--- src/qcss_pkg.sv ---
// Package with the shared types, constants and segment decode of the encoder counter.
`timescale 1ns / 1ps

package qcss_pkg;

  // Field widths.
  localparam int COUNT_W   = 8;
  localparam int SEG_W     = 7;
  localparam int LOCKOUT_W = 8;
  localparam int DIGIT_W   = 4;

  // Default saturation limit of the count and reset value of the lockout register.
  localparam int COUNT_LIMIT_DEFAULT = 99;
  localparam logic [LOCKOUT_W-1:0] LOCKOUT_RESET = 8'd50;
  localparam logic [LOCKOUT_W-1:0] ELAPSED_MAX   = 8'd255;

  typedef logic signed [COUNT_W-1:0] count_t;
  typedef logic [SEG_W-1:0]          seg_t;
  typedef logic [LOCKOUT_W-1:0]      ms_t;
  typedef logic [DIGIT_W-1:0]        digit_t;

  // Decoded display for one count.
  typedef struct packed {
    seg_t tens;
    seg_t units;
    logic minus;
  } disp_t;

  // Segment pattern of one decimal digit, bit 0 is segment a.
  function automatic seg_t digit_segments(input digit_t digit);
    seg_t seg;
    unique case (digit)
      4'd0:    seg = 7'h3F;
      4'd1:    seg = 7'h06;
      4'd2:    seg = 7'h5B;
      4'd3:    seg = 7'h4F;
      4'd4:    seg = 7'h66;
      4'd5:    seg = 7'h6D;
      4'd6:    seg = 7'h7D;
      4'd7:    seg = 7'h27;
      4'd8:    seg = 7'h7F;
      4'd9:    seg = 7'h6F;
      default: seg = 7'h3F;
    endcase
    return seg;
  endfunction

endpackage

--- src/qcss_if.sv ---
// Valid/ready channel interfaces for the encoder samples and the display results.
`timescale 1ns / 1ps

interface qcss_in_if;
  logic valid;
  logic ready;
  logic enc_a;
  logic enc_b;
  logic button_n;
  logic ms_tick;

  modport source (output valid, output enc_a, output enc_b, output button_n,
                  output ms_tick, input ready);
  modport sink   (input valid, input enc_a, input enc_b, input button_n,
                  input ms_tick, output ready);
endinterface

interface qcss_out_if;
  logic                  valid;
  logic                  ready;
  qcss_pkg::count_t      count;
  qcss_pkg::seg_t        tens_segments;
  qcss_pkg::seg_t        units_segments;
  logic                  minus_dot;

  modport source (output valid, output count, output tens_segments,
                  output units_segments, output minus_dot, input ready);
  modport sink   (input valid, input count, input tens_segments,
                  input units_segments, input minus_dot, output ready);
endinterface

--- src/qcss_display.sv ---
// Two-digit seven-segment decode of a signed count.
`timescale 1ns / 1ps

module qcss_display (
  input  qcss_pkg::count_t count,
  output qcss_pkg::disp_t  disp
);
  import qcss_pkg::*;

  logic [COUNT_W-2:0] mag;
  logic [COUNT_W-1:0] mag_neg;
  logic [14:0]        tens_prod;
  digit_t             tens;
  logic [COUNT_W-2:0] tens_x10;
  digit_t             units;

  // Magnitude of the count; it never exceeds 99, so seven bits hold it.
  assign mag_neg = COUNT_W'(-count);
  assign mag     = count[COUNT_W-1] ? mag_neg[COUNT_W-2:0] : count[COUNT_W-2:0];

  // Divide by ten through the reciprocal 205/2048, exact for values below one thousand.
  assign tens_prod = 15'(mag) * 15'd205;
  assign tens      = tens_prod[14:11];
  assign tens_x10  = (COUNT_W-1)'({tens, 3'b000}) + (COUNT_W-1)'({tens, 1'b0});
  assign units     = DIGIT_W'(mag - tens_x10);

  // Segment patterns and the minus dot.
  assign disp.tens  = digit_segments(tens);
  assign disp.units = digit_segments(units);
  assign disp.minus = count[COUNT_W-1];

endmodule

--- src/quadrature_counter_seven_segment.sv ---
// Top level of the quadrature encoder counter with two-digit seven-segment output.
//
// in_ch carries one sample word per cycle: encoder lines A and B, the active-low
// button and a one-millisecond tick. A rising edge of A counts up when B is low
// and down when B is high, saturating at plus or minus COUNT_LIMIT. A button
// press clears the count when more than lockout_ms milliseconds have passed
// since the last accepted press. cfg_we with cfg_wdata writes lockout_ms.
// out_ch delivers one result word per sample word: the count, the tens and
// units segment patterns of its magnitude and the minus dot.
// A valid result appears in the cycle after acceptance; a new word is taken
// every cycle. The edge, count and decode logic sits between the state
// registers and the result register. in_ch.ready stays high while the result
// register is empty or being drained in the same cycle, so a stalled receiver
// holds the result and back-pressures the sample channel.
// Reset clears the count, the last A sample, the millisecond counter and the
// result valid flag, and sets lockout_ms to 50.
`timescale 1ns / 1ps

module quadrature_counter_seven_segment #(
  parameter int COUNT_LIMIT = qcss_pkg::COUNT_LIMIT_DEFAULT
) (
  input  logic                 clk,
  input  logic                 rst,
  qcss_in_if.sink              in_ch,
  qcss_out_if.source           out_ch,
  input  logic                 cfg_we,
  input  qcss_pkg::ms_t        cfg_wdata
);
  import qcss_pkg::*;

  localparam count_t LIMIT_POS = COUNT_W'(COUNT_LIMIT);
  localparam count_t LIMIT_NEG = COUNT_W'(-COUNT_LIMIT);

  ms_t    lockout_ms;
  logic   last_a;
  count_t count_reg;
  ms_t    elapsed_ms;

  logic   in_accept;
  ms_t    elapsed_tick;
  logic   a_rise;
  count_t count_step;
  logic   press;
  count_t count_next;
  ms_t    elapsed_next;
  disp_t  disp_next;

  // Handshake: take a word whenever the result register is free or drains now.
  assign in_ch.ready = !out_ch.valid || out_ch.ready;
  assign in_accept   = in_ch.valid && in_ch.ready;

  // Lockout register.
  always_ff @(posedge clk) begin
    if (rst) begin
      lockout_ms <= LOCKOUT_RESET;
    end else if (cfg_we) begin
      lockout_ms <= cfg_wdata;
    end
  end

  // Millisecond tick first, saturating at the top of the counter.
  assign elapsed_tick = (in_ch.ms_tick && elapsed_ms != ELAPSED_MAX) ?
                        elapsed_ms + 8'd1 : elapsed_ms;

  // Step on a rising edge of A, direction from B, held at the limits.
  assign a_rise = in_ch.enc_a && !last_a;
  always_comb begin
    count_step = count_reg;
    if (a_rise) begin
      if (!in_ch.enc_b) begin
        if (count_reg < LIMIT_POS) begin
          count_step = count_reg + 8'sd1;
        end
      end else begin
        if (count_reg > LIMIT_NEG) begin
          count_step = count_reg - 8'sd1;
        end
      end
    end
  end

  // An accepted press overrides a step in the same word.
  assign press        = !in_ch.button_n && (elapsed_tick > lockout_ms);
  assign count_next   = press ? '0 : count_step;
  assign elapsed_next = press ? '0 : elapsed_tick;

  qcss_display u_display (
    .count (count_next),
    .disp  (disp_next)
  );

  // Counter state, advanced once per accepted word.
  always_ff @(posedge clk) begin
    if (rst) begin
      last_a     <= 1'b0;
      count_reg  <= '0;
      elapsed_ms <= '0;
    end else if (in_accept) begin
      last_a     <= in_ch.enc_a;
      count_reg  <= count_next;
      elapsed_ms <= elapsed_next;
    end
  end

  // Result valid flag.
  always_ff @(posedge clk) begin
    if (rst) begin
      out_ch.valid <= 1'b0;
    end else if (in_accept) begin
      out_ch.valid <= 1'b1;
    end else if (out_ch.ready) begin
      out_ch.valid <= 1'b0;
    end
  end

  // Result payload.
  always_ff @(posedge clk) begin
    if (in_accept) begin
      out_ch.count          <= count_next;
      out_ch.tens_segments  <= disp_next.tens;
      out_ch.units_segments <= disp_next.units;
      out_ch.minus_dot      <= disp_next.minus;
    end
  end

  // A held result always shows the current count state.
  assert property (@(posedge clk) disable iff (rst)
    out_ch.valid |-> out_ch.count == count_reg)
    else $error("result count differs from count state");

  // The count stays inside the saturation limits.
  assert property (@(posedge clk) disable iff (rst)
    count_reg <= LIMIT_POS && count_reg >= LIMIT_NEG)
    else $error("count outside its limits");

  // Every accepted word leaves a result behind.
  assert property (@(posedge clk) disable iff (rst)
    in_accept |=> out_ch.valid)
    else $error("accepted word produced no result");

  // The millisecond counter only holds, steps by one or clears.
  assert property (@(posedge clk) disable iff (rst)
    !$past(rst) |-> (elapsed_ms == '0 || elapsed_ms == $past(elapsed_ms) ||
                     elapsed_ms == $past(elapsed_ms) + 8'd1))
    else $error("millisecond counter jumped");

endmodule
--- src/flat_wrapper.sv ---
// flat-port wrapper written by rule: the top's interface ports become plain ports
module quadrature_counter_seven_segment_flat import qcss_pkg::*;
#(
  parameter int COUNT_LIMIT = qcss_pkg::COUNT_LIMIT_DEFAULT
)
  (clk, rst, cfg_we, cfg_wdata, in_ch_valid, in_ch_enc_a, in_ch_enc_b, in_ch_button_n, in_ch_ms_tick, in_ch_ready, out_ch_valid, out_ch_count, out_ch_tens_segments, out_ch_units_segments, out_ch_minus_dot, out_ch_ready);
  qcss_in_if in_ch_i ();
  qcss_out_if out_ch_i ();
  input  logic clk;
  input  logic rst;
  input  logic cfg_we;
  input  qcss_pkg::ms_t cfg_wdata;
  input wire logic [$bits(in_ch_i.valid)-1:0] in_ch_valid;
  input wire logic [$bits(in_ch_i.enc_a)-1:0] in_ch_enc_a;
  input wire logic [$bits(in_ch_i.enc_b)-1:0] in_ch_enc_b;
  input wire logic [$bits(in_ch_i.button_n)-1:0] in_ch_button_n;
  input wire logic [$bits(in_ch_i.ms_tick)-1:0] in_ch_ms_tick;
  output wire logic [$bits(in_ch_i.ready)-1:0] in_ch_ready;
  output wire logic [$bits(out_ch_i.valid)-1:0] out_ch_valid;
  output wire logic [$bits(out_ch_i.count)-1:0] out_ch_count;
  output wire logic [$bits(out_ch_i.tens_segments)-1:0] out_ch_tens_segments;
  output wire logic [$bits(out_ch_i.units_segments)-1:0] out_ch_units_segments;
  output wire logic [$bits(out_ch_i.minus_dot)-1:0] out_ch_minus_dot;
  input wire logic [$bits(out_ch_i.ready)-1:0] out_ch_ready;
  assign in_ch_i.valid = in_ch_valid;
  assign in_ch_i.enc_a = in_ch_enc_a;
  assign in_ch_i.enc_b = in_ch_enc_b;
  assign in_ch_i.button_n = in_ch_button_n;
  assign in_ch_i.ms_tick = in_ch_ms_tick;
  assign in_ch_ready = in_ch_i.ready;
  assign out_ch_valid = out_ch_i.valid;
  assign out_ch_count = out_ch_i.count;
  assign out_ch_tens_segments = out_ch_i.tens_segments;
  assign out_ch_units_segments = out_ch_i.units_segments;
  assign out_ch_minus_dot = out_ch_i.minus_dot;
  assign out_ch_i.ready = out_ch_ready;
  quadrature_counter_seven_segment #(.COUNT_LIMIT(COUNT_LIMIT)) u_core (.clk(clk), .rst(rst), .in_ch(in_ch_i), .out_ch(out_ch_i), .cfg_we(cfg_we), .cfg_wdata(cfg_wdata));
endmodule
--- config.mk ---
export PLATFORM = sky130hd
export DESIGN_NAME = quadrature_counter_seven_segment_flat
export DESIGN_NICKNAME = d
export VERILOG_FILES = /design/src/qcss_pkg.sv /design/src/qcss_if.sv /design/src/qcss_display.sv /design/src/quadrature_counter_seven_segment.sv /design/src/flat_wrapper.sv
export SDC_FILE = /design/constraint.sdc
export NUM_CORES = 1
export LEC_CHECK = 0
export BUFFER_PORTS_ARGS = -buffer_cell sky130_fd_sc_hd__buf_2
export CAP_MARGIN = 20
export CORE_ASPECT_RATIO = 0.5
export CORE_MARGIN = 2
export CORE_UTILIZATION = 55
export DETAILED_ROUTE_END_ITERATION = 10
export PLACE_DENSITY = 0.79
export SLEW_MARGIN = 25
export SYNTH_ARGS = -nofsm -noshare
export SYNTH_HDL_FRONTEND = slang
export SYNTH_HIERARCHICAL = 1
export SYNTH_SLANG_ARGS = --single-unit
export TNS_END_PERCENT = 100
--- constraint.sdc ---
create_clock -name clk -period 8.5 [get_ports clk]
set_input_delay 1.7 -clock clk [delete_from_list [all_inputs] [get_ports clk]]
set_output_delay 1.7 -clock clk [all_outputs]
set_load 0.02 [all_outputs]
==> results of run 1 <==
## tightest hold or removal path: cells and delay by family, from the launching register on
family	cells	cell delay, ps
AOI/OAI and AO/OA	1	50
DFF	1	320
and+or+nand+nor	1	60
## metrics by stage
stage	util	hold WS (ps)	cell area (sq um)	total power, mW
final	0.680	476	5050	2.22
after global routing	0.680	503	5050	2.44
after CTS	0.670	481	4980	2.17
after detailed placement	0.651	471	4840	1.93
after global placement	0.651	452	4840	1.89
after floorplan	-	441	4380	1.50
## power breakdown
group	internal [mW]	leakage, nW	switching [mW]	total, mW
Clock	0.109	0.0726	0.0914	0.200
Sequential	0.363	0.426	0.0186	0.381
Combinational	0.755	1.85	0.886	1.64
## placed cells by master (no fill, tap or decap), types with 4 or more instances in the layout
master | Yosys | final
ha_1 | 60 | 58
buf_2 | 9 | 41
nand2_1 | 43 | 40
inv_1 | 41 | 38
buf_4 | 1 | 36
nor2_1 | 28 | 26
dfxtp_1 | 26 | 26
edfxtp_1 | 23 | 23
xnor2_1 | 18 | 14
a21oi_1 | 14 | 13
nand3_1 | 14 | 13
nand4_1 | 10 | 10
o21ai_0 | 10 | 8
o211ai_1 | 8 | 8
fa_1 | 8 | 8
nor3_1 | 7 | 7
xor2_1 | 7 | 7
mux2i_1 | 7 | 7
nor2b_1 | 6 | 6
clkbuf_16 | 0 | 5
xnor2_2 | 2 | 5
inv_2 | 1 | 4
a21o_1 | 4 | 4
nor3b_1 | 4 | 4
nand3b_1 | 4 | 4
a21oi_2 | 4 | 4
and3_1 | 5 | 4
## per-layer routing
layer	track usage	wire length (um)
met5	0	0
met2	0.389	4370
met3	0.0453	425
met1	0.292	4110
met4	0.0557	79
## worst max-delay path by stage
stage / end / depth (start not counted) / slack (ps) / start
after floorplan: u_core/out_ch.units_segments[6] / 35 / 2 / in_ch_ms_tick
after global placement: u_core/out_ch.units_segments[6] / 32 / 30 / in_ch_ms_tick
after detailed placement: u_core/out_ch.units_segments[6] / 34 / -110 / in_ch_ms_tick
after CTS: u_core/out_ch.units_segments[6] / 34 / 180 / in_ch_ms_tick
after global routing: u_core/out_ch.units_segments[6] / 37 / -30 / in_ch_ms_tick
final: u_core/out_ch.units_segments[6] / 37 / 330 / in_ch_ms_tick
## cell type report
cell class	count	area, sq um
clock buffers	6	129
clock inverters	2	10.0
fillers	559	2380
inverters	42	160
multi-input cells	336	2950
flip-flops and latches	49	1210
well taps	96	120
repair buffers	77	475
## cell families (layout without fill, tap and decap cells)
logic type | Yosys count | after routing | share of synthesized area
flip-flops | 49 | 49 | 0.284
buffers and inverters | 62 | 127 | 0.0615
adder cells (fa/ha/maj) | 68 | 68 | 0.213
multiplexers | 9 | 9 | 0.0217
AO/OA/AOI/OAI | 78 | 78 | 0.150
AND/OR/NAND/NOR | 151 | 151 | 0.192
XOR/XNOR | 30 | 30 | 0.0773
## repair_timing
action                     CTS  global route
buffers inserted             0             4
resized for setup            0            11
setup endpoints to repair    0             7
hold buffers                 0             0
==> results.md, run 1 <==
* Number of flops mapped to enable cells by yosys at 23
* CP max-delay cell: fa_1
* Skew-Pair Late Insertion Delay at 300 ps
* Final weighted congestion in routability-driven placement at 0.861
* Most frequent cell on the critical path: ha_1
* Outcome: finished clean
* Startpoint of the tightest hold check path: u_core/last_a
* Critical Path RT at 8530 ps
* Global router's overall resource usage at 0.225
* Slew margin rel. at 0.359
* Portion of the clock cycle consumed by the worst path in the final layout at 0.961
* Total Nets Final at 596
* Reg2Reg Depth at 34
* Signed area change from the synthesized netlist to the final layout at 18.3%
* Core Area at 0.00743 sq mm
* Tmin final at 8170 ps
* Fraction of synthesis flops using an asynchronous set or reset pin at 0
* Total length of routed wires at 8.98 mm
* Die height at 66.3 um
* CP Capture Type: register
* Fraction of the yosys area taken by sequential cells at 0.284
* Pin count of the biggest net entering global routing at 31
* Setup_tns at 0 ps
* Mean cell area of the mapped netlist at 9.56 sq um
* Synth top area cells: ha_1 18%, edfxtp_1 16%, dfxtp_1 12%
* Detail Route Antenna Nets at 0
* Reg clk slew, reported paths at 70 ps
* Highest clock frequency the design can meet at 0.122 GHz
* Signal arrival time at the worst endpoint at 8200 ps
* Post-synth design cell area at 0.00427 sq mm
* Worst hold path cell count at 2
* Root buffer selected by CTS: clkbuf_16
* Total leakage power at 2.34 nW
* Syn Nets at 532
* Post-Route Skew at 5.45 ps
* Number of design-rule violations left by the first detailed-router iteration at 164
* Detail-routed net length per standard cell at 14.8 um
* Global-route wire length before repair at 15.2 mm
* Remaining Overflow, GRT at 0
* Flop2flop setup slack at 1150 ps
* Die outline width at 129 um
* Post-detail-place hpwl at 6.55 mm
* Leading post-synthesis cells by instance count: 60 x ha_1, 43 x nand2_1, 41 x inv_1
* Detailed Routing Iterations Pass 1 at 4
* Synthesis Warnings at 6
* Cells after synthesis at 447
* Port-buffer cells at 41
* Most repeated cell in the gate-level netlist after synthesis: ha_1
* Terminating pin of the worst hold path: u_core/last_a
* Proportion of netlist area held by the largest area contributor at 0.176
* Worst IR drop on VDD at 0.376 mV
* Crit path launch type: primary input
* # rows at 22
* Number of max-cap violations at 0
* TritonCTS clock tree: done
* Biggest fanout along the worst timing path at 8
* Starting density of the core at 0.575
* Final worst setup slack at 334 ps
* FF-to-FF End: u_core/out_ch.units_segments[6]
* Slowest Stage Delay on Critical Path at 500 ps
* Number of cells in the finished layout apart from fillers at 608
* Count of pins on the block boundary at 42
* Area of the die at 0.00853 sq mm
* Area leader, netlist: ha_1
* Synth Register Bits at 49
* Reg-to-Reg Start: u_core/elapsed_ms[3]
* Vias post-DR at 3390
* Worst slack at placement at -109 ps
* Antenna Cells at 0
* Final-report hold violation count at 0
* H-Tree Depth at 2
* Antenna violations before repair at 0
* Class of the tightest hold or removal check: reg2reg
* Slew Viols, Final at 0
* Critical path's top delay family: adder cells
* Proportion of layout cells with a drive suffix above 1 at 0.275
* Vias in the first global route at 3210
* Number of library cell types mapped by synthesis at 80
* Number of sinks driven by the clock tree at 49
* Detailed-route vias per instance at 5.58
* Finish-stage setup viols at 0
* Synth Flop Type: dfxtp_1
* Buffers and inverters on the worst path at 5
* Number of remaining DRC errors at 0
* Transition time at the pin with the least slew margin at 959 ps
* Clock buffers created by TritonCTS at 5
* Longest Clk Path Bufs at 2
* Inst Count DP at 596
* Startpoint-to-endpoint class of the critical path: in2reg
* Pwr/cell area at 440 mW/mm^2
No activity file was read; power rests on OpenSTA's default activity.
==> inputs of run 2 (changes only) <==
--- a/config.mk
+++ b/config.mk
@@ -11,6 +11,7 @@
 export CORE_MARGIN = 2
 export CORE_UTILIZATION = 55
 export DETAILED_ROUTE_END_ITERATION = 10
+export GPL_TIMING_DRIVEN = 0
 export PLACE_DENSITY = 0.79
 export SLEW_MARGIN = 25
 export SYNTH_ARGS = -nofsm -noshare
==> run 2 against run 1 <==
Die area stayed put. Routed wire length is 17% higher. Highest routed layer unchanged. Non-clock buffer count is 9 higher. First-iteration DRC count is 71% higher. Utilization is 4.1 points higher. Final cell count is 1.6% higher. Sequential power hardly changed. Clock-buffer cell count is 1 higher. Setup slack worse by 120 ps. Register-to-register slack worse by 220 ps. Maximum frequency is 1.5% lower.
==> results.md, run 2 (synthesized netlist as in run 1, its figures left out) <==
* Reg-to-Reg Start: u_core/elapsed_ms[5]
* Vias post-DR at 3613
* FF-to-FF End: u_core/out_ch.units_segments[6]
* Unrepaired setup endpoints after global routing: true
* Pin count of the biggest net entering global routing at 28
* Area of combinational cells with multiple inputs at 0.00321 sq mm
* Port-buffer cells at 40
* Detailed-route vias per instance at 5.85
* Most common cell after layout, fill and taps aside: ha_1
* Die outline width at 129 um
* Finish-stage setup viols at 0
* Slew Viols, Final at 0
* Setup_tns at 0 ps
* Worst slack at placement at -848 ps
* Post-Route Skew at 6.74 ps
* Global router's overall resource usage at 0.235
* Leading cell types in the layout, fill and taps excluded: 52 x ha_1, 48 x buf_2, 38 x nand2_1
* Skew-Pair Late Insertion Delay at 300 ps
* Tmin final at 8290 ps
* Root buffer selected by CTS: clkbuf_16
* # rows at 22
* Final design instance area without fill at 0.00536 sq mm
* CP max-delay cell: fa_1
* Reg2Reg Depth at 35
* Highest clock frequency the design can meet at 0.121 GHz
* Antenna Cells at 0
* Count of pins on the block boundary at 42
* Proportion of layout cells with a drive suffix above 1 at 0.335
* Share of total power in sequential cells at 0.161
* Clock Power Share at 0.089
* Total length of routed wires at 10.5 mm
* H-Tree Depth at 2
* Core Area at 0.00743 sq mm
* Final weighted congestion in routability-driven placement at 0.841
* Number of remaining DRC errors at 0
* CP Capture Type: register
* Placed cell area at 0.00470 sq mm
* Switch share at 0.464
* Signal arrival time at the worst endpoint at 8320 ps
* Die height at 66.3 um
* Startpoint of the tightest hold check path: u_core/last_a
* Startpoint-to-endpoint class of the critical path: in2reg
* Total leakage power at 2.40 nW
* Int Power at 1.26 mW
* Pwr/cell area at 438 mW/mm^2
* Vias in the first global route at 3442
* Biggest fanout along the worst timing path at 5
* Detail Route Antenna Nets at 0
* Number of design-rule violations left by the first detailed-router iteration at 281
* Flop2flop setup slack at 930 ps
* Transition time at the pin with the least slew margin at 620 ps
* Detail-routed net length per standard cell at 16.9 um
* Remaining Overflow, GRT at 0
* Worst hold path cell count at 2
* Storage element area at 0.00121 sq mm
* Combinational Power Share at 0.750
* Detailed Routing Iterations Pass 1 at 5
* Number of sinks driven by the clock tree at 49
* Critical Path RT at 8530 ps
* Antenna violations before repair at 0
* Crit path launch type: primary input
* Total Nets Final at 606
* Worst IR drop on VDD at 0.386 mV
* Longest Clk Path Bufs at 2
* Clock buffers created by TritonCTS at 5
* TritonCTS clock tree: done
* Portion of the clock cycle consumed by the worst path in the final layout at 0.975
* Number of max-cap violations at 0
* Final-report hold violation count at 0
* Outcome: finished clean
* Most frequent cell on the critical path: buf_4
* Class of the tightest hold or removal check: reg2reg
* Reg clk slew, reported paths at 70 ps
* Area of the die at 0.00853 sq mm
* Final core utilization at 0.721
* Sw Pwr at 1.09 mW
* Terminating pin of the worst hold path: u_core/last_a
* Final worst setup slack at 209 ps
* Global-route wire length before repair at 15.7 mm
* Slowest Stage Delay on Critical Path at 490 ps
* Post-detail-place hpwl at 6.78 mm
* Filler cell count at 490
* Starting density of the core at 0.575
* Inst Count DP at 583
* Signed area change from the synthesized netlist to the final layout at 25.4%
* Slew margin rel. at 0.586
* Number of cells in the finished layout apart from fillers at 618
## run 2: changes by cell type in the layout (fill, tap and decap cells not counted), moves of 3 or more
cell / previous run / this run
buf_1: 0 / 3
nor2_4: 2 / 5
buf_2: 41 / 48
nor2_1: 26 / 20
clkbuf_1: 1 / 6
nor2_2: 0 / 3
buf_6: 0 / 3
buf_4: 36 / 27
inv_1: 38 / 35
ha_1: 58 / 52
ha_4: 2 / 8
xnor2_1: 14 / 11
## run 2: through the flow
stage | hold WS (ps) | power, mW
detailed placement | 464 | 1.77
global placement | 454 | 1.72
finish | 471 | 2.35
floorplan | 441 | 1.50
CTS | 474 | 2.06
global route | 492 | 2.54
## run 2: cell type report
cell class              count  share of cell area
multi-input cells         337               0.599
flip-flops and latches     49               0.226
repair buffers             67              0.0759
inverters                  42              0.0299
clock buffers               7              0.0266
well taps                  96              0.0224
plain buffers              19              0.0187
clock inverters             1             0.00117
## run 2: how the worst max path moves through the flow
stage	start	end	slack [ps]	cells after the start
floorplan	in_ch_ms_tick	u_core/out_ch.units_segments[6]	2	35
global placement	in_ch_ms_tick	u_core/out_ch.units_segments[6]	-740	35
detailed placement	in_ch_ms_tick	u_core/out_ch.units_segments[6]	-850	38
CTS	in_ch_ms_tick	u_core/out_ch.units_segments[6]	30	36
global route	in_ch_ms_tick	u_core/out_ch.units_segments[4]	-170	32
finish	in_ch_ms_tick	u_core/out_ch.units_segments[6]	210	37
## run 2: power by group through the flow
stage | clock network, mW | logic, mW | registers, mW
global route | 0.221 | 1.94 | 0.383
detailed placement | 0 | 1.39 | 0.383
floorplan | 0 | 1.07 | 0.430
finish | 0.208 | 1.76 | 0.378
CTS | 0.211 | 1.47 | 0.378
global placement | 0 | 1.34 | 0.380
## run 2: what timing repair did
item / in CTS / in global routing
hold buffers: 0 / 0
pin swaps: 5 / 28
gates cloned: 0 / 1
setup buffers: 15 / 12
gates resized for setup: 9 / 46
endpoints found under the setup margin: 10 / 8
## run 2: layer usage
metal	vias up	part of all wire	track usage	routed length, um
met5	-	0	0	0
li1	1740	-	-	-
met2	95	0.50	0.422	5270
met1	1760	0.44	0.281	4600
met3	18	0.042	0.0494	438
met4	0	0.015	0.0910	159
## run 2: worst max-delay path, delay by kind of cell
family                     cells  cell delay (ps)
AOI/OAI and AO/OA              9             1520
xor gates and xnor gates       5              990
adders and majority gates      6             2070
buffers and inverters          9             1080
muxes                          1              150
and+or+nand+nor                7              780
==> inputs of run 3 (changes only) <==
--- a/config.mk
+++ b/config.mk
@@ -12,7 +12,7 @@
 export CORE_UTILIZATION = 55
 export DETAILED_ROUTE_END_ITERATION = 10
 export GPL_TIMING_DRIVEN = 0
-export PLACE_DENSITY = 0.79
+export PLACE_DENSITY = 0.78
 export SLEW_MARGIN = 25
 export SYNTH_ARGS = -nofsm -noshare
 export SYNTH_HDL_FRONTEND = slang
==> run 3 against run 2 <==
Sequential share of layout area is 0.52 points higher. Final cell count is 0.49% lower. Maximum frequency is 1.6% lower. Sequential cell count stayed put. Combinational power is 3% lower. Clock-buffer cell count is 1 lower. Setup slack worse by 130 ps. Die area stayed put. Clock skew is 2.0 ps lower. Routed wire length is 3.1% lower. Non-clock buffer count is 3 lower. Largest power group unchanged. Highest routed layer unchanged.
==> results.md, run 3 (synthesized netlist as in run 1, its figures left out) <==
* Outcome: finished clean
* Remaining Overflow, GRT at 0
* Pin count of the biggest net entering global routing at 28
* Detailed Routing Iterations Pass 1 at 5
* Tmin final at 8420 ps
* Biggest fanout along the worst timing path at 6
* Critical path's top delay family: adder cells
* TritonCTS clock tree: done
* Number of sinks driven by the clock tree at 49
* Skew-Pair Late Insertion Delay at 290 ps
* Proportion of layout cells with a drive suffix above 1 at 0.308
* Most frequent cell on the critical path: inv_1
* Total length of routed wires at 10.1 mm
* Portion of the clock cycle consumed by the worst path in the final layout at 0.991
* Hold Worst Slack at 474 ps
* Die outline width at 129 um
* Global router's overall resource usage at 0.228
* Buffers and inverters on the worst path at 7
* Slowest Stage Delay on Critical Path at 540 ps
* Detail Route Antenna Nets at 0
* Placed cell area at 0.00470 sq mm
* Final core utilization at 0.705
* Number of max-cap violations at 0
* Final weighted congestion in routability-driven placement at 0.859
* Reg2Reg Depth at 36
* Core Area at 0.00743 sq mm
* Number of hold buffers added after CTS at 0
* Final-report hold violation count at 0
* Post-Route Skew at 4.71 ps
* Transition time at the pin with the least slew margin at 595 ps
* Port-buffer cells at 40
* Clock buffers created by TritonCTS at 5
* Critical path depth at 37
* Worst IR drop on VDD at 0.303 mV
* Pwr/cell area at 441 mW/mm^2
* Detail-routed net length per standard cell at 16.5 um
* CP max-delay cell: fa_1
* Slew margin rel. at 0.602
* Detailed-route vias per instance at 5.75
* Vias in the first global route at 3245
* Number of remaining DRC errors at 0
* CP Capture Type: register
* # rows at 22
* Post-detail-place hpwl at 6.61 mm
* Area of the die at 0.00853 sq mm
* Highest clock frequency the design can meet at 0.119 GHz
* Class of the tightest hold or removal check: reg2reg
* Number of cells in the finished layout apart from fillers at 615
* Root buffer selected by CTS: clkbuf_16
* Finish-stage setup viols at 0
* Slew Viols, Final at 0
* Worst hold path cell count at 2
* Total Nets Final at 603
* Longest Clk Path Bufs at 2
* Starting density of the core at 0.575
* Number of design-rule violations left by the first detailed-router iteration at 241
* Reg clk slew, reported paths at 70 ps
* Total leakage power at 2.36 nW
* Inst Count DP at 583
* Most common cell after layout, fill and taps aside: ha_1
* Startpoint-to-endpoint class of the critical path: in2reg
* Vias post-DR at 3534
* Leading cell types in the layout, fill and taps excluded: 55 x ha_1, 48 x buf_2, 37 x nand2_1
* Final design instance area without fill at 0.00524 sq mm
* Signal arrival time at the worst endpoint at 8450 ps
* Antenna violations before repair at 0
* Count of pins on the block boundary at 42
* Global-route wire length before repair at 15.2 mm
* Critical Path RT at 8520 ps
* Die height at 66.3 um
* Signed area change from the synthesized netlist to the final layout at 22.6%
* Crit path launch type: primary input
* Antenna Cells at 0
* H-Tree Depth at 2
[run 3: cell types whose count changed in the layout (fill, tap and decap cells not counted), moves of 2 or more]
cell	delta
buf_4	-2
ha_1	+3
ha_4	-3
nand2_2	+2
nor2_1	+2
nor2_4	-3
o21ai_2	-2
xnor2_1	+4
xnor2_2	-4
[run 3: metrics by stage]
step / setup TNS (ps) / setup WS (ps) / power, mW
4_1_cts: 0 / 49.2 / 2.15
6_report: 0 / 77.0 / 2.31
3_3_place_gp: -3930 / -721 / 1.73
5_1_grt: -545 / -142 / 2.49
2_1_floorplan: 0 / 2.31 / 1.50
3_5_place_dp: -5760 / -873 / 1.78
[run 3: worst paths after layout]
kind,startpoint,to,slack (ps)
hold reg to reg,u_core/last_a,u_core/last_a,470
setup reg to reg,u_core/elapsed_ms[3],u_core/out_ch.units_segments[6],870
hold / removal,u_core/last_a,u_core/last_a,470
setup / recovery,in_ch_ms_tick,u_core/out_ch.units_segments[6],80
[run 3: repair_timing]
action / in CTS / in global routing
pin swaps: 5 / 17
setup buffers: 14 / 10
resized for setup: 10 / 29
endpoints found under the setup margin: 8 / 8
cloned: 0 / 1
[run 3: cell type report]
class	count	area, sq um
clock buffer	6	129
sequential	49	1210
clock inverter	2	33.8
multi-input combinational	337	3100
buffer	19	100
timing repair buffer	64	380
fill	525	2200
tap	96	120
inverter	42	160
[run 3: power breakdown]
group	internal (mW)	leakage [nW]	switching [mW]	total, mW
combinational	0.761	1.85	0.945	1.71
sequential	0.363	0.426	0.0140	0.376
clock	0.138	0.0785	0.0872	0.225
total	1.26	2.36	1.05	2.31
[run 3: worst reg2reg max path, delay by kind of cell (launching register included)]
kind	cells	cell delay, ps
DFF	1	300
muxes	2	500
buffers and inverters	7	600
xor gates and xnor gates	5	1180
adders and majority gates	7	2280
AOI/OAI and AO/OA	8	1450
and+or+nand+nor	7	1040
[run 3: routing by layer]
metal,wire length [um],GRT usage
met3,411,0.0396
met1,4610,0.293
met4,148,0.0503
met2,4970,0.406
met5,0,0
